==> config.mk <==
export PLATFORM = sky130hd
export DESIGN_NAME = rgb_to_hsv_converter_unit_flat
export DESIGN_NICKNAME = d
export VERILOG_FILES = /design/src/rtl/rhc_pkg.sv /design/src/rtl/rhc_stream_if.sv /design/src/rtl/rgb_to_hsv_converter_unit.sv /design/src/rtl/rhc_prep.sv /design/src/rtl/rhc_div_pipe.sv /design/src/rtl/rhc_value.sv /design/src/rtl/rhc_finish.sv /design/src/flat_wrapper.sv
export SDC_FILE = /design/constraint.sdc
export NUM_CORES = 1
export LEC_CHECK = 0
export ABC_AREA = 1
export BUFFER_PORTS_ARGS = -buffer_cell sky130_fd_sc_hd__buf_2
export CORE_UTILIZATION = 30
export DETAILED_ROUTE_END_ITERATION = 16
export PLACE_DENSITY_LB_ADDON = 0.05
export SLEW_MARGIN = 40
export SYNTH_ARGS = -nofsm -noshare
export SYNTH_HDL_FRONTEND = slang
export SYNTH_HIERARCHICAL = 1
export SYNTH_SLANG_ARGS = --single-unit
==> constraint.sdc <==
create_clock -name clk -period 6.53 [get_ports clk]
set_input_delay 0.653 -clock clk [delete_from_list [all_inputs] [get_ports clk]]
set_output_delay 0.653 -clock clk [all_outputs]
set_load 0.05 [all_outputs]
==> src/rtl/rhc_pkg.sv <==
// ----------------------------------------------------------------------------
// rhc_pkg - shared types and constants of the RGB to HSV converter
// Payload structs, the hue sector code and the fixed widths of the datapath.
// ----------------------------------------------------------------------------
package rhc_pkg;

	localparam int CH_W     = 8;    // one color channel
	localparam int HUE_W    = 9;    // hue, 0..359
	localparam int SCALE_W  = 10;   // saturation and brightness, 0..1000
	localparam int QUO_W    = 10;   // divider quotient, covers 0..1023
	localparam int HNUM_W   = 14;   // 60 * channel difference
	localparam int SNUM_W   = 18;   // 1000 * channel value
	localparam int HUE_W_EX = 11;   // signed hue before wrap

	localparam int SECTOR_SPAN = 60;
	localparam int FULL_CIRCLE = 360;
	localparam int SCALE_MAX   = 1000;
	localparam int CHANNEL_MAX = 255;
	localparam int HUE_RED_BASE   = 0;
	localparam int HUE_GREEN_BASE = 120;
	localparam int HUE_BLUE_BASE  = 240;

	// reciprocal of 255 is 257 / 2^16, off by at most one after the shift
	localparam int RECIP_MUL   = 257;
	localparam int RECIP_SHIFT = 16;

	// divider stages retire two quotient bits each
	localparam int DIV_STAGES = (QUO_W + 1) / 2;
	// prep stage, divider stages, output stage
	localparam int PIPE_DEPTH = DIV_STAGES + 2;

	typedef enum logic [1:0] {
		SECT_RED   = 2'd0,
		SECT_GREEN = 2'd1,
		SECT_BLUE  = 2'd2
	} sector_t;

	typedef struct packed {
		logic [CH_W-1:0] red;
		logic [CH_W-1:0] green;
		logic [CH_W-1:0] blue;
	} pixel_t;

	typedef struct packed {
		logic [HUE_W-1:0]   hue;
		logic [SCALE_W-1:0] saturation;
		logic [SCALE_W-1:0] brightness;
	} hsv_t;

	typedef struct packed {
		logic    neg;
		sector_t sector;
	} hue_tag_t;

	typedef struct packed {
		logic [HNUM_W-1:0] hue_num;
		logic [CH_W-1:0]   delta;
		logic [SNUM_W-1:0] sat_num;
		logic [CH_W-1:0]   mx;
		hue_tag_t          tag;
		logic              gray;
	} prep_t;

endpackage

==> src/rtl/rhc_stream_if.sv <==
// ----------------------------------------------------------------------------
// rhc_stream_if - valid/ready stream channel
// Carries one item of the payload type per handshake.
// ----------------------------------------------------------------------------
interface rhc_stream_if #(
	parameter type T = logic
);
	logic valid;
	logic ready;
	T     data;

	modport source (output valid, output data, input ready);
	modport sink   (input valid, input data, output ready);
endinterface

==> src/rtl/rgb_to_hsv_converter_unit.sv <==
// Stages: prep, five divider stages of two quotient bits each, and the
// output register.
// Throughput: one pixel per cycle unless the output stalls; each stage holds only while its item
// cannot move on, so bubbles close up under output backpressure.
// Reset: arst_n clears all stage valid bits at once; payload is not reset.
// ----------------------------------------------------------------------------
// rgb_to_hsv_converter_unit - pipelined RGB to integer HSV converter
// Hue in degrees, saturation and brightness scaled to 0..1000.
// ----------------------------------------------------------------------------
module rgb_to_hsv_converter_unit (
	input  logic        clk,
	input  logic        arst_n,
	rhc_stream_if.sink   pix,
	rhc_stream_if.source hsv
);
	import rhc_pkg::*;

	logic [PIPE_DEPTH:1] vld_s;
	logic [PIPE_DEPTH:1] en;

	prep_t              prep_s1;
	logic [QUO_W-1:0]   hue_quo;
	logic [QUO_W-1:0]   sat_quo;
	hue_tag_t           tag_out;
	logic [$bits(hue_tag_t)-1:0] tag_bits;
	logic               gray_out;
	logic [SCALE_W-1:0] bright;
	hsv_t               hsv_s7;

	// a stage loads when it is empty or its item moves on
	always_comb begin
		en[PIPE_DEPTH] = !vld_s[PIPE_DEPTH] || hsv.ready;
		for (int k = PIPE_DEPTH - 1; k >= 1; k--) begin
			en[k] = !vld_s[k] || en[k+1];
		end
	end

	assign pix.ready = en[1];

	always_ff @(posedge clk or negedge arst_n) begin
		if (!arst_n) begin
			vld_s <= '0;
		end else begin
			if (en[1]) begin
				vld_s[1] <= pix.valid;
			end
			for (int k = 2; k <= PIPE_DEPTH; k++) begin
				if (en[k]) begin
					vld_s[k] <= vld_s[k-1];
				end
			end
		end
	end

	rhc_prep u_prep (
		.clk     (clk),
		.en      (en[1]),
		.pix     (pix.data),
		.prep_s1 (prep_s1)
	);

	rhc_div_pipe #(
		.NW (HNUM_W),
		.DW (CH_W),
		.QW (QUO_W),
		.SW ($bits(hue_tag_t)),
		.ST (DIV_STAGES)
	) u_hue_div (
		.clk      (clk),
		.en       (en[DIV_STAGES+1:2]),
		.num      (prep_s1.hue_num),
		.den      (prep_s1.delta),
		.side     (prep_s1.tag),
		.quo      (hue_quo),
		.side_out (tag_bits)
	);

	assign tag_out = hue_tag_t'(tag_bits);

	rhc_div_pipe #(
		.NW (SNUM_W),
		.DW (CH_W),
		.QW (QUO_W),
		.SW (1),
		.ST (DIV_STAGES)
	) u_sat_div (
		.clk      (clk),
		.en       (en[DIV_STAGES+1:2]),
		.num      (prep_s1.sat_num),
		.den      (prep_s1.mx),
		.side     (prep_s1.gray),
		.quo      (sat_quo),
		.side_out (gray_out)
	);

	rhc_value u_value (
		.clk    (clk),
		.en     (en[DIV_STAGES+1:2]),
		.mx     (prep_s1.mx),
		.bright (bright)
	);

	rhc_finish u_finish (
		.clk     (clk),
		.en      (en[PIPE_DEPTH]),
		.hue_quo (hue_quo),
		.tag     (tag_out),
		.sat_quo (sat_quo),
		.gray    (gray_out),
		.bright  (bright),
		.hsv_s7  (hsv_s7)
	);

	assign hsv.valid = vld_s[PIPE_DEPTH];
	assign hsv.data  = hsv_s7;
endmodule

==> src/rtl/rhc_prep.sv <==
// ----------------------------------------------------------------------------
// rhc_prep - first pipeline stage
// Finds max, min and hue sector of a pixel and forms both divider operands.
// ----------------------------------------------------------------------------
module rhc_prep (
	input  logic           clk,
	input  logic           en,
	input  rhc_pkg::pixel_t pix,
	output rhc_pkg::prep_t  prep_s1
);
	import rhc_pkg::*;

	logic [CH_W-1:0] r, g, b;
	logic [CH_W-1:0] mx, mn, mag, delta;
	logic signed [CH_W:0] diff;
	sector_t         sector;
	prep_t           nxt;

	assign r = pix.red;
	assign g = pix.green;
	assign b = pix.blue;

	always_comb begin
		// ties go to red, then green
		if (r >= g && r >= b) begin
			sector = SECT_RED;
			mx     = r;
			mn     = (g < b) ? g : b;
			diff   = $signed({1'b0, g}) - $signed({1'b0, b});
		end else if (g >= b) begin
			sector = SECT_GREEN;
			mx     = g;
			mn     = (r < b) ? r : b;
			diff   = $signed({1'b0, b}) - $signed({1'b0, r});
		end else begin
			sector = SECT_BLUE;
			mx     = b;
			mn     = (r < g) ? r : g;
			diff   = $signed({1'b0, r}) - $signed({1'b0, g});
		end
		mag   = diff[CH_W] ? CH_W'(-diff) : diff[CH_W-1:0];
		delta = mx - mn;

		nxt.hue_num    = (HNUM_W'(mag) << 6) - (HNUM_W'(mag) << 2);
		nxt.delta      = delta;
		nxt.sat_num    = SNUM_W'(delta) * SNUM_W'(SCALE_MAX);
		nxt.mx         = mx;
		nxt.tag.neg    = diff[CH_W];
		nxt.tag.sector = sector;
		nxt.gray       = (r == g) && (g == b);
	end

	always_ff @(posedge clk) begin
		if (en) begin
			prep_s1 <= nxt;
		end
	end
endmodule

==> src/rtl/rhc_div_pipe.sv <==
// ----------------------------------------------------------------------------
// rhc_div_pipe - pipelined restoring divider
// Two quotient bits per stage; numerator must be below den * 2^QW.
// ----------------------------------------------------------------------------
module rhc_div_pipe #(
	parameter int NW = 14,
	parameter int DW = 8,
	parameter int QW = 10,
	parameter int SW = 1,
	parameter int ST = (QW + 1) / 2
) (
	input  logic          clk,
	input  logic [ST-1:0] en,
	input  logic [NW-1:0] num,
	input  logic [DW-1:0] den,
	input  logic [SW-1:0] side,
	output logic [QW-1:0] quo,
	output logic [SW-1:0] side_out
);
	localparam int WW = DW + QW;
	localparam int CW = (NW > WW) ? NW : WW;

	logic [NW-1:0] rem_s  [ST];
	logic [DW-1:0] den_s  [ST];
	logic [QW-1:0] quo_s  [ST];
	logic [SW-1:0] side_s [ST];

	for (genvar j = 0; j < ST; j++) begin : g_stage
		logic [NW-1:0] r_mid [3];
		logic [QW-1:0] q_mid [3];
		logic [DW-1:0] d_in;
		logic [SW-1:0] s_in;

		if (j == 0) begin : g_first
			assign r_mid[0] = num;
			assign q_mid[0] = '0;
			assign d_in     = den;
			assign s_in     = side;
		end else begin : g_next
			assign r_mid[0] = rem_s[j-1];
			assign q_mid[0] = quo_s[j-1];
			assign d_in     = den_s[j-1];
			assign s_in     = side_s[j-1];
		end

		for (genvar s = 0; s < 2; s++) begin : g_step
			localparam int B = QW - 1 - 2 * j - s;
			if (B >= 0) begin : g_bit
				logic [CW-1:0] trial;
				logic          ge;
				assign trial = CW'(d_in) << B;
				assign ge    = CW'(r_mid[s]) >= trial;
				assign r_mid[s+1] = ge ? NW'(CW'(r_mid[s]) - trial) : r_mid[s];
				assign q_mid[s+1] = ge ? (q_mid[s] | (QW'(1) << B)) : q_mid[s];
			end else begin : g_none
				assign r_mid[s+1] = r_mid[s];
				assign q_mid[s+1] = q_mid[s];
			end
		end

		always_ff @(posedge clk) begin
			if (en[j]) begin
				rem_s[j]  <= r_mid[2];
				quo_s[j]  <= q_mid[2];
				den_s[j]  <= d_in;
				side_s[j] <= s_in;
			end
		end
	end

	assign quo      = quo_s[ST-1];
	assign side_out = side_s[ST-1];
endmodule

==> src/rtl/rhc_value.sv <==
// ----------------------------------------------------------------------------
// rhc_value - brightness path
// Scales the max channel by 1000/255 through a reciprocal multiply and a
// single correction, then delays it to line up with the dividers.
// ----------------------------------------------------------------------------
module rhc_value (
	input  logic                         clk,
	input  logic [rhc_pkg::DIV_STAGES-1:0] en,
	input  logic [rhc_pkg::CH_W-1:0]     mx,
	output logic [rhc_pkg::SCALE_W-1:0]  bright
);
	import rhc_pkg::*;

	localparam int PW = SNUM_W + RECIP_SHIFT - 8;   // p * 257 fits here
	localparam int DLY = DIV_STAGES - 3;            // pass stages at the end

	logic [SNUM_W-1:0]  prod_s2;
	logic [SNUM_W-1:0]  prod_s3;
	logic [SCALE_W-1:0] est_s3;
	logic [SCALE_W-1:0] val_s4;
	logic [SCALE_W-1:0] val_dly_s [DLY];

	logic [PW-1:0]      scaled;
	logic [SNUM_W-1:0]  back;
	logic [SNUM_W-1:0]  resid;

	assign scaled = PW'(prod_s2) * PW'(RECIP_MUL);
	assign back   = SNUM_W'(est_s3) * SNUM_W'(CHANNEL_MAX);
	assign resid  = prod_s3 - back;

	always_ff @(posedge clk) begin
		if (en[0]) begin
			prod_s2 <= SNUM_W'(mx) * SNUM_W'(SCALE_MAX);
		end
		if (en[1]) begin
			prod_s3 <= prod_s2;
			est_s3  <= SCALE_W'(scaled >> RECIP_SHIFT);
		end
		// estimate is low by at most one
		if (en[2]) begin
			val_s4 <= (resid >= SNUM_W'(CHANNEL_MAX)) ? est_s3 + SCALE_W'(1) : est_s3;
		end
	end

	for (genvar k = 0; k < DLY; k++) begin : g_dly
		always_ff @(posedge clk) begin
			if (en[3+k]) begin
				val_dly_s[k] <= (k == 0) ? val_s4 : val_dly_s[(k == 0) ? 0 : k-1];
			end
		end
	end

	assign bright = val_dly_s[DLY-1];
endmodule

==> src/rtl/rhc_finish.sv <==
// ----------------------------------------------------------------------------
// rhc_finish - output stage
// Adds the sector base to the signed hue offset, wraps negative hue and
// forces gray pixels to zero hue and saturation.
// ----------------------------------------------------------------------------
module rhc_finish (
	input  logic                        clk,
	input  logic                        en,
	input  logic [rhc_pkg::QUO_W-1:0]   hue_quo,
	input  rhc_pkg::hue_tag_t           tag,
	input  logic [rhc_pkg::QUO_W-1:0]   sat_quo,
	input  logic                        gray,
	input  logic [rhc_pkg::SCALE_W-1:0] bright,
	output rhc_pkg::hsv_t               hsv_s7
);
	import rhc_pkg::*;

	logic [HUE_W_EX-1:0] base;
	logic [HUE_W_EX-1:0] offs;
	logic [HUE_W_EX-1:0] raw;
	logic [HUE_W_EX-1:0] wrapped;
	hsv_t                nxt;

	always_comb begin
		unique case (tag.sector)
			SECT_RED:   base = HUE_W_EX'(HUE_RED_BASE);
			SECT_GREEN: base = HUE_W_EX'(HUE_GREEN_BASE);
			SECT_BLUE:  base = HUE_W_EX'(HUE_BLUE_BASE);
			default:    base = HUE_W_EX'(HUE_RED_BASE);
		endcase
		offs    = HUE_W_EX'(hue_quo);
		raw     = tag.neg ? base - offs : base + offs;
		wrapped = raw[HUE_W_EX-1] ? raw + HUE_W_EX'(FULL_CIRCLE) : raw;

		nxt.hue        = gray ? '0 : wrapped[HUE_W-1:0];
		nxt.saturation = gray ? '0 : sat_quo[SCALE_W-1:0];
		nxt.brightness = bright;
	end

	always_ff @(posedge clk) begin
		if (en) begin
			hsv_s7 <= nxt;
		end
	end
endmodule

==> src/flat_wrapper.sv <==
// flat-port wrapper written by rule: the top's interface ports become plain ports
module rgb_to_hsv_converter_unit_flat import rhc_pkg::*;
  (clk, arst_n, pix_valid, pix_data, pix_ready, hsv_valid, hsv_data, hsv_ready);
  rhc_stream_if #(.T(pixel_t)) pix_i ();
  rhc_stream_if #(.T(hsv_t)) hsv_i ();
  input  logic clk;
  input  logic arst_n;
  input wire logic [$bits(pix_i.valid)-1:0] pix_valid;
  input wire logic [$bits(pix_i.data)-1:0] pix_data;
  output wire logic [$bits(pix_i.ready)-1:0] pix_ready;
  output wire logic [$bits(hsv_i.valid)-1:0] hsv_valid;
  output wire logic [$bits(hsv_i.data)-1:0] hsv_data;
  input wire logic [$bits(hsv_i.ready)-1:0] hsv_ready;
  assign pix_i.valid = pix_valid;
  assign pix_i.data = pix_data;
  assign pix_ready = pix_i.ready;
  assign hsv_valid = hsv_i.valid;
  assign hsv_data = hsv_i.data;
  assign hsv_i.ready = hsv_ready;
  rgb_to_hsv_converter_unit u_core (.clk(clk), .arst_n(arst_n), .pix(pix_i), .hsv(hsv_i));
endmodule
# Word-level counts from Yosys, hierarchy flattened
# Memory sizes are Yosys's and may differ from the RTL's. A register that Yosys moved wholly into a read port is not among the register bits.
# Cells that the tools add are included.
# op_classes
magnitude_cmp	27
eq_ne	4
add_sub_neg	31
reduce_logical	16
multipliers	4
mux	65
# ops
op	count
$mux W18	10
$mux W14	10
$mux W8	10
$sub A14 B14 Y14	4
$mux W9	5
$mul A8 B7 Y15 const B	2
$mux W10	3
$sub A14 B10 Y14	2
$sub A8 B8 Y9	3
$ge A8 B8 Y1	3
$lt A8 B8 Y1	3
$mul A15 B9 Y23 const B	1
$ge A18 B10 Y1	1
$ge A18 B11 Y1	1
$ge A18 B12 Y1	1
$ge A18 B13 Y1	1
$ge A18 B14 Y1	1
$ge A18 B15 Y1	1
$ge A18 B16 Y1	1
$ge A18 B17 Y1	1
$ge A18 B8 Y1	1
$ge A18 B8 Y1 const B	1
$ge A18 B9 Y1	1
$mul A10 B8 Y18 const B	1
47 further kinds	79
# word_totals
mem_bits_rw	380
reg_bits	115
word_cells	175
mem_count	9
input_bits	28
output_inout_bits	31
# mem_list
name	words	word_bits	read_ports	rd_clocked_by_memory_dff	write_ports	line_no	rtl
u_core.u_sat_div.rem_s	5	18	4	0	5	rhc_div_pipe.sv:23	logic [NW-1:0] rem_s [ST];
u_core.u_hue_div.rem_s	5	14	4	0	5	rhc_div_pipe.sv:23	
u_core.u_hue_div.quo_s	5	10	5	0	5	rhc_div_pipe.sv:25	logic [QW-1:0] quo_s [ST];
u_core.u_sat_div.quo_s	5	10	5	1	5	rhc_div_pipe.sv:25	
u_core.u_hue_div.den_s	5	8	4	0	5	rhc_div_pipe.sv:24	logic [DW-1:0] den_s [ST];
u_core.u_sat_div.den_s	5	8	4	0	5	rhc_div_pipe.sv:24	
3 more memories	--	--	--	--	--	--	

# Depth between registers and ports, before layout
# Gate-level depths: netlist of run 1.
# depth
depth_word	9
depth_mapped	42
ltp_nobuf	42

# Hierarchy
# Netlist of run 1, hierarchy kept.
# modules_own_cells
mod	n_inst	seq_area_each_um2	cells_each	area_per_inst_um2
rhc_div_pipe at u_core.u_sat_div	1	4174.0	1276	10390.0
rhc_div_pipe at u_core.u_hue_div	1	3993.8	956	8821.0
rhc_value	1	2102.0	763	7231.9
rhc_prep	1	1351.3	703	5529.1
rhc_finish	1	870.8	217	1860.5
rgb_to_hsv_converter_unit	1	175.2	30	306.5

# Worst setup path after synthesis of run 1
# Ideal clock, no wire load.
# synth_timing
path_type	in2reg
startpoint	in pix_data[12]
endpoint	reg u_core/u_prep/prep_s1[28] (netlist name)
stages	32
setup_time_ns	0.260
path_buffers	1
required_time_ns	6.270
t_arrival_ns	6.831
path_slack_ns	-0.561
path_cell_list	inv_1 > ha_1 > a21oi_1 > nand2_1 > nand2_1 > nand4_1 > nand2_4 > inv_4 > nor2_4 > buf_1 > a221oi_1 > ha_1 > fa_1 > o21ai_0 > xor2_1 > ha_1 > inv_1 > fa_1 > fa_1 > fa_1 > inv_1 > ha_1 > a21oi_1 > nand2_1 > a21oi_1 > inv_1 > a21oi_1 > o21ai_0 > a21oi_1 > nor2_1 > nor2_1 > xor2_1
# synth_lines
item	line_no	rtl
from (decl)	flat_wrapper.sv:9	input wire logic [$bits(pix_i.data)-1:0] pix_data;

==> results of run 1 <==
-- critical path: cells and delay by family --
| family | cells | cell delay, ns |
|---|---|---|
| compound gates | 6 | 0.88 |
| xor+xnor | 1 | 0.08 |
| fa+ha+maj | 7 | 2.58 |
| buf+inv | 10 | 0.81 |
| simple gates | 14 | 1.53 |
-- layout make-up --
| class | instances | area [um2] |
|---|---|---|
| multi-input combinational | 2776 | 19000 |
| clock inverter | 32 | 368 |
| inverter | 697 | 2630 |
| fill | 11800 | 72900 |
| tap | 1500 | 1880 |
| sequential | 423 | 12700 |
| clock buffer | 66 | 1420 |
| timing repair buffer | 252 | 1790 |
-- Yosys cell counts, types with 4 or more instances --
cell type / count / share of area [%]
nand2_1: 897 / 9.9
buf_4: 23 / 0.51
inv_1: 663 / 7.3
xnor2_1: 83 / 2.1
nand2_2: 74 / 1.4
nand3_2: 27 / 0.79
dfrtp_1: 7 / 0.51
o21bai_1: 15 / 0.33
nor2_1: 248 / 2.7
a21oi_2: 9 / 0.23
nor2_2: 20 / 0.37
clkbuf_1: 11 / 0.12
nand3_1: 231 / 3.4
a21oi_1: 179 / 2.6
nor3_1: 33 / 0.48
a211oi_1: 5 / 0.11
fa_1: 114 / 6.7
or2_2: 13 / 0.24
nor2_4: 19 / 0.63
o21a_1: 7 / 0.15
xor2_1: 98 / 2.5
buf_6: 9 / 0.30
nor4_1: 8 / 0.15
inv_2: 28 / 0.31
o21ai_1: 22 / 0.32
o221ai_1: 7 / 0.18
o21ai_2: 9 / 0.23
ha_1: 340 / 12
nand2_4: 10 / 0.33
buf_2: 7 / 0.10
a221oi_1: 4 / 0.10
o211ai_1: 8 / 0.18
o21ai_0: 132 / 1.9
edfxtp_1: 416 / 37
nand4_1: 81 / 1.5
nand3b_1: 20 / 0.44
a31oi_1: 11 / 0.20
a21o_1: 11 / 0.24
-- what timing repair did --
action,4_1_cts,5_1_grt
gates resized for setup,0,25
endpoints found under the hold margin,7,0
buffers inserted,0,6
setup endpoints to repair,0,4
hold buffers,1,0
-- metrics by stage --
stage / area (um2) / hold slack [ns] / setup TNS, ns / std cells / util (%)
after floorplan: 34500 / 0.357 / 0 / 3949 / -
after global placement: 37700 / 0.400 / -1.40 / 5640 / 33.5
after detailed placement: 37700 / 0.405 / -1.76 / 5641 / 33.5
after CTS: 39500 / 0.263 / 0 / 5740 / 35.1
after global routing: 39700 / 0.281 / -0.0423 / 5746 / 35.3
final: 39700 / 0.302 / 0 / 5746 / 35.3
-- kinds of logic (layout without fill, tap and decap cells) --
kind of cell	Yosys count	count (layout)	share of synthesized area [%]
adder cells (fa/ha/maj)	454	454	19.1
XOR/XNOR	183	183	4.74
flip-flops	423	423	37.1
buffers and inverters	750	1047	8.74
AO/OA/AOI/OAI	432	432	7.20
multiplexers	1	1	0.0330
AND/OR/NAND/NOR	1701	1701	23.0
other	1	5	0.0110
-- state kept, by name, indices dropped and copies added, names as in the netlist, 10 cells and up --
name / flops
u_core/u_prep/prep_s1: 45
u_core/u_hue_div/rem_s: 56
u_core/u_hue_div/side_s: 15
u_core/u_value/val_dly_s: 20
u_core/u_value/est_s3: 10
u_core/u_value/val_s4: 10
u_core/u_value/prod_s2: 15
u_core/u_sat_div/rem_s: 72
u_core/u_value/prod_s3: 15
u_core/u_hue_div/den_s: 32
u_core/u_sat_div/quo_s: 30
u_core/u_hue_div/quo_s: 30
u_core/u_sat_div/den_s: 32
u_core/u_finish/hsv_s7: 29
-- final timing paths --
path / from / endpoint / slack, ns / cells past startpoint
setup reg to reg: u_core/u_value/est_s3[7]$_DFFE_PP_ / u_core/u_value/val_s4[7]$_DFFE_PP_ / 1.27 / 24
hold reg to reg: u_core/u_value/val_dly_s[0][2]$_DFFE_PP_ / u_core/u_value/val_dly_s[0][12]$_DFFE_PP_ / 0.41 / 0
max in group asynchronous: arst_n / u_core/vld_s[3]$_DFFE_PN0P_ / 5.89 / 2
hold / removal: pix_valid / u_core/vld_s[1]$_DFFE_PN0P_ / 0.30 / 3
min in group asynchronous: arst_n / u_core/vld_s[7]$_DFFE_PN0P_ / 0.45 / 2
setup / recovery: pix_data[13] / u_core/u_prep/prep_s1[28]$_DFFE_PP_ / 0.37 / 38
-- layer usage --
layer	up-vias	wire length (um)
met5	-	0
li1	13500	-
met4	0	1740
met3	79	2410
met1	11700	43900
met2	257	40700
==> impl_metrics.json, run 1 <==
{
  "status": "finished, final reports clean",
  "dp_slack_ns": -0.468,
  "critPathRequiredTime_ns": 6.91,
  "top_usage_layer": "met2",
  "cpMostUsedCell": "inv_1",
  "synth_edf_count": 416,
  "initial_utilization_pct": 30.3,
  "critical_path_class": "in2reg",
  "cts_buffer_depth": 3,
  "arrival_ns": 6.54,
  "area_growth_syn_to_layout_pct": 16.4,
  "end_kind": "flop",
  "totalWireLength_um": 88700,
  "antenna_found_initial": 2,
  "n_antenna_cell": 0,
  "clk_pin_slew_worst_paths_ns": 0.06,
  "hold_violations": 0,
  "timing.fmax_ghz": 0.162,
  "vias": 25500,
  "track_usage_pct": 15.5,
  "yosysUniqueCellTypes": 62,
  "startpoint_type": "input pin",
  "slowest_delay_ns": 0.51,
  "slowest_stage": "fa_1",
  "grt.overflow.total": 0,
  "fp-row-count": 123,
  "synth_cells": 3945,
  "cts_tree": "done",
  "io_buffers": 58,
  "fin_skew_ns": 0.0333,
  "firstDrtPassIters": 5,
  "grt_max_degree": 73,
  "slew_viol_final": 0,
  "maxCapViolations": 0,
  "min_period_ns": 6.16,
  "globalRouteMet1Util_pct": 21.6,
  "dpl.hpwl_um": 73100,
  "wl_per_cell_um": 15.4,
  "grtUsageMet3_pct": 1.70,
  "synth_area_per_cell_um2": 8.65,
  "root_buffer": "clkbuf_16",
  "synth_area_um2": 34100,
  "layout_common_cells": "nand2_1 (893), inv_1 (654), edfxtp_1 (416)",
  "fp.dieW_um": 339,
  "core_area_um2": 113000,
  "drt-initial-drc-count": 1236,
  "worst_slack_ns": 0.365,
  "die_h_um": 339,
  "grt_pass1_vias": 25600,
  "viasPerCell": 4.44,
  "die_area_um2": 115000,
  "ant_nets": 0,
  "htree_levels": 2,
  "drive_gt1_share_pct": 14.6,
  "routabilityCongestion": 0.866,
  "ys_seq_elements": 423,
  "grt_pass1_wl_um": 143000,
  "io_pins": 59,
  "synth_ff_type": "edfxtp_1",
  "hold_path.class": "in2reg",
  "clock-sinks": 423,
  "grt_util_met2_pct": 25.6,
  "async_flop_share_pct": 1.65,
  "layout.nets": 4685,
  "tightest_slew_ns": 0.703,
  "mostFrequentLayoutCell": "nand2_1",
  "maxSlewHeadroom_pct": 53.2,
  "cts_buffers": 53,
  "drc_errors": 0,
  "setup_violations": 0,
  "synth_seq_area_share_pct": 37.1,
  "crit_fanout": 4,
  "yosys_warnings": 6,
  "post-route-period-util_pct": 94.4,
  "insertion_delay_ns": 0.64
}
Power of run 1 is not shown: default switching activity piles up to over one toggle a cycle in this logic, so the estimate is an artifact.
==> run 2: changes to the inputs <==
- clock period: 6.53 -> 7.7 ns (I/O delays scaled with it)
==> run 2 against run 1 <==
Effect of this change:
- global-route usage down 0.55 points
- setup slack better by 0.41 ns
- clock-buffer cell count unchanged
- critical path depth down 6
- worst hold slack better by 0.078 ns
- die area unchanged
- via count down 2.2%
==> impl_metrics.json, run 2 (same netlist as run 1, synthesis figures left out) <==
{
  "grt_pass1_vias": 25100,
  "totalWireLength_um": 86200,
  "root_buffer": "clkbuf_16",
  "die_h_um": 339,
  "hold_path.class": "in2reg",
  "top_regs": "u_core/u_sat_div/rem_s (72), u_core/u_hue_div/rem_s (56), u_core/u_prep/prep_s1 (45)",
  "grtUsageMet3_pct": 1.83,
  "fp.dieW_um": 339,
  "htree_levels": 2,
  "grt_pass1_wl_um": 138000,
  "maxCapViolations": 0,
  "instances_no_fill": 5601,
  "layout.nets": 4538,
  "min_period_ns": 6.92,
  "cts_resized": 0,
  "maxSlewHeadroom_pct": 48.4,
  "dp_slack_ns": 0.141,
  "arrival_ns": 7.30,
  "layout_common_cells": "nand2_1 (895), inv_1 (661), edfxtp_1 (416)",
  "grt_max_degree": 73,
  "cts_tree": "done",
  "core_area_um2": 113000,
  "fin_skew_ns": 0.0231,
  "initial_utilization_pct": 30.3,
  "die_area_um2": 115000,
  "vias": 24900,
  "mostFrequentLayoutCell": "nand2_1",
  "rsz0062_at_grt": "false",
  "n_antenna_cell": 0,
  "cts_buffers": 56,
  "slowest_stage": "fa_1",
  "io_pins": 59,
  "status": "finished, final reports clean",
  "hold_violations": 0,
  "drt-initial-drc-count": 1142,
  "critical_path_class": "in2reg",
  "area_growth_syn_to_layout_pct": 11.7,
  "wl_per_cell_um": 15.4,
  "fp-row-count": 123,
  "dpl.hpwl_um": 69900,
  "startpoint_type": "input pin",
  "viasPerCell": 4.45,
  "clock-sinks": 423,
  "timing.fmax_ghz": 0.144,
  "ant_nets": 0,
  "antenna_found_initial": 3,
  "post-route-period-util_pct": 89.9,
  "insertion_delay_ns": 0.64,
  "top_usage_layer": "met2",
  "drive_gt1_share_pct": 10.3,
  "cts_buffer_depth": 3,
  "routabilityCongestion": 0.876,
  "grt_util_met2_pct": 24.4,
  "tns_ns": 0,
  "globalRouteMet1Util_pct": 20.8,
  "placedCellCount": 5497,
  "setup_violations": 0,
  "crit_fanout": 8,
  "slew_viol_final": 0,
  "clk_pin_slew_worst_paths_ns": 0.06,
  "largest_reg_flops": 72,
  "firstDrtPassIters": 5,
  "regMostFlops": "u_core/u_sat_div/rem_s",
  "drc_errors": 0,
  "end_kind": "flop",
  "worst_slack_ns": 0.779,
  "tightest_slew_ns": 0.773,
  "finalCoreUtilization_pct": 33.9,
  "slowest_delay_ns": 0.53,
  "io_buffers": 58,
  "grt.overflow.total": 0,
  "critPathRequiredTime_ns": 8.08,
  "track_usage_pct": 15.0
}
run 2: cell count changes in the layout (fill, tap and decap cells not counted), moves of 6 or more:
cell / previous run / this run
a21oi_2: 19 / 10
inv_2: 34 / 28
buf_4: 188 / 40
ha_1: 315 / 340
ha_4: 24 / 0
a21oi_1: 169 / 178
inv_1: 654 / 661
run 2: worst paths after layout:
check	from	endpoint	slack (ns)	depth (start not counted)
max	pix_data[12]	u_core/u_prep/prep_s1[28]$_DFFE_PP_	0.78	32
min	pix_valid	u_core/vld_s[1]$_DFFE_PN0P_	0.38	3
max reg2reg	u_core/u_value/est_s3[8]$_DFFE_PP_	u_core/u_value/val_s4[9]$_DFFE_PP_	2.39	24
min reg2reg	u_core/u_hue_div/quo_s[3][9]$_DFFE_PP_	u_core/u_hue_div/quo_s[4][9]$_DFFE_PP_	0.40	0
max in group asynchronous	arst_n	u_core/vld_s[1]$_DFFE_PN0P_	6.98	2
min in group asynchronous	arst_n	u_core/vld_s[6]$_DFFE_PN0P_	0.55	2
run 2: routing by layer:
layer,part of all wire (%),up-vias
met5,0.068,-
met4,2.1,2
met3,2.6,92
met1,50,11300
li1,-,13200
met2,45,274
run 2: what timing repair did:
item / in CTS / in global routing
hold buffers: 1 / 0
setup buffers: 0 / 0
hold endpoints to repair: 7 / 0
run 2: critical path: cells and delay by family:
family                   cells  cell delay (ns)
AO/OA/AOI/OAI                7             1.24
XOR/XNOR                     2             0.34
adder cells (fa/ha/maj)      8             3.21
buffers and inverters        7             0.85
AND/OR/NAND/NOR              8             0.87
run 2: cell type report:
| cell class | instances | area (um2) |
|---|---|---|
| multi-input combinational | 2776 | 18500 |
| inverter | 697 | 2630 |
| clock inverter | 37 | 374 |
| timing repair buffer | 102 | 634 |
| sequential | 423 | 12700 |
| fill | 11900 | 74500 |
| clock buffer | 66 | 1440 |
| tap | 1500 | 1880 |
run 2: metrics by stage:
step	area [um2]	hold WS, ns
after global placement	36300	0.401
after floorplan	34200	0.400
final	38200	0.379
after global routing	38200	0.353
after CTS	38100	0.327
after detailed placement	36300	0.405
Power of run 2 is left out for the same reason.
==> run 3: changes to the inputs <==
- CORE_UTILIZATION: 30 -> 40
==> run 3 against run 2 <==
Effect of this change:
- sequential cell count unchanged
- highest routed layer unchanged
- register-to-register slack worse by 0.04 ns
- final area down 1.4%
- first-iteration DRC count down 2.7%
- critical path depth up 5
- worst hold slack better by 0.018 ns
- clock skew up 0.0033 ns
- routed wire length down 9.1%
- via count down 0.34%
==> impl_metrics.json, run 3 (same netlist as run 1, synthesis figures left out) <==
{
  "status": "finished, final reports clean",
  "regMostFlops": "u_core/u_sat_div/rem_s",
  "die_h_um": 294,
  "hold_path.class": "reg2reg",
  "rsz0062_at_grt": "false",
  "drive_gt1_share_pct": 10.1,
  "layout.nets": 4521,
  "drt-initial-drc-count": 1111,
  "cpMostUsedCell": "inv_1",
  "drc_errors": 0,
  "core_area_um2": 84100,
  "slew_viol_final": 0,
  "post-route-period-util_pct": 90.0,
  "top_regs": "u_core/u_sat_div/rem_s (72), u_core/u_hue_div/rem_s (56), u_core/u_prep/prep_s1 (45)",
  "firstDrtPassIters": 5,
  "antenna_found_initial": 2,
  "grt_max_degree": 61,
  "critPathRequiredTime_ns": 8.04,
  "arrival_ns": 7.27,
  "grt_pass1_vias": 24400,
  "maxCapViolations": 0,
  "io_pins": 59,
  "postCtsSetupBuffers": 0,
  "setup_violations": 0,
  "fp.dieW_um": 294,
  "htree_levels": 2,
  "cts_buffers": 51,
  "insertion_delay_ns": 0.61,
  "ant_nets": 0,
  "end_kind": "flop",
  "grt.overflow.total": 0,
  "initial_utilization_pct": 40.6,
  "die_area_um2": 86500,
  "clock-sinks": 423,
  "critical_path_class": "in2reg",
  "vias": 24800,
  "n_antenna_cell": 0,
  "tns_ns": 0,
  "cts_tree": "done",
  "fp-row-count": 106,
  "io_buffers": 58,
  "fin_skew_ns": 0.0264,
  "root_buffer": "clkbuf_16",
  "slowest_delay_ns": 0.57,
  "viasPerCell": 4.76,
  "largest_reg_flops": 72,
  "routabilityCongestion": 0.891,
  "area_growth_syn_to_layout_pct": 10.1,
  "grt_pass1_wl_um": 127000,
  "crit_fanout": 9,
  "mostFrequentLayoutCell": "nand2_1",
  "slowest_stage": "fa_1",
  "timing.fmax_ghz": 0.144,
  "fillCellCount": 8410,
  "layout_common_cells": "nand2_1 (895), inv_1 (662), edfxtp_1 (416)",
  "cts_buffer_depth": 3,
  "tightest_slew_ns": 0.797,
  "totalWireLength_um": 78300,
  "maxSlewHeadroom_pct": 46.9,
  "clk_pin_slew_worst_paths_ns": 0.06,
  "min_period_ns": 6.93,
  "hold_violations": 0,
  "dpl.hpwl_um": 63900,
  "startpoint_type": "input pin",
  "track_usage_pct": 18.4,
  "wl_per_cell_um": 15.0
}
## run 3: changes by cell type in the layout (fill, tap and decap cells not counted), sizes merged
cell	before	now
buf	101	89
bufinv	5	8
clkbuf	66	59
clkinv	25	24
clkinvlp	5	2
## run 3: routing by layer
metal	track usage [%]	vias up	wire length (um)
met1	25.7	11300	38800
met2	30.1	303	35500
met4	4.52	2	1680
met3	2.19	105	2340
li1	-	13200	-
met5	0	-	13
## run 3: what timing repair did
action / in CTS / in global routing
endpoints found under the hold margin: 7 / 0
resized for setup: 0 / 0
hold buffers: 1 / 0
endpoints found under the setup margin: 0 / 0
## run 3: path summary, 6_finish.rpt
| path | start | to | slack, ns | cells after the start |
|---|---|---|---|---|
| setup / recovery | pix_data[14] | u_core/u_prep/prep_s1[29]$_DFFE_PP_ | 0.77 | 37 |
| hold / removal | u_core/u_hue_div/quo_s[3][8]$_DFFE_PP_ | u_core/u_hue_div/quo_s[4][8]$_DFFE_PP_ | 0.40 | 0 |
| setup reg to reg | u_core/u_value/est_s3[8]$_DFFE_PP_ | u_core/u_value/val_s4[9]$_DFFE_PP_ | 2.35 | 24 |
| hold reg to reg | u_core/u_hue_div/quo_s[3][8]$_DFFE_PP_ | u_core/u_hue_div/quo_s[4][8]$_DFFE_PP_ | 0.40 | 0 |
| max in group asynchronous | arst_n | u_core/vld_s[2]$_DFFE_PN0P_ | 6.98 | 2 |
| min in group asynchronous | arst_n | u_core/vld_s[6]$_DFFE_PN0P_ | 0.54 | 2 |
## run 3: final cells by class
type / instances / area [um2] / share of cell area, %
clock inverter: 36 / 442 / 1.17
inverter: 697 / 2620 / 6.98
clock buffer: 59 / 1350 / 3.59
tap: 1134 / 1420 / 3.77
multi-input combinational: 2776 / 18500 / 49.3
sequential: 423 / 12700 / 33.7
timing repair buffer: 90 / 569 / 1.51
## run 3: stage by stage
stage / hold slack [ns] / util (%) / cells / setup slack (ns) / cell area, um2
global placement: 0.400 / 42.5 / 5117 / 0.201 / 35700
detailed placement: 0.405 / 42.6 / 5119 / 0.162 / 35800
finish: 0.397 / 44.7 / 5215 / 0.773 / 37600
CTS: 0.401 / 44.7 / 5215 / 0.796 / 37600
floorplan: 0.400 / - / 3949 / 0.492 / 34200
global route: 0.407 / 44.7 / 5215 / 0.276 / 37600
## run 3: worst max-delay path, delay by kind of cell
| family | cells | cell delay (ns) |
|---|---|---|
| compound gates | 5 | 0.96 |
| xor+xnor | 1 | 0.14 |
| fa+ha+maj | 7 | 2.78 |
| buf+inv | 8 | 0.63 |
| simple gates | 16 | 1.98 |
Power of run 3 is left out for the same reason.
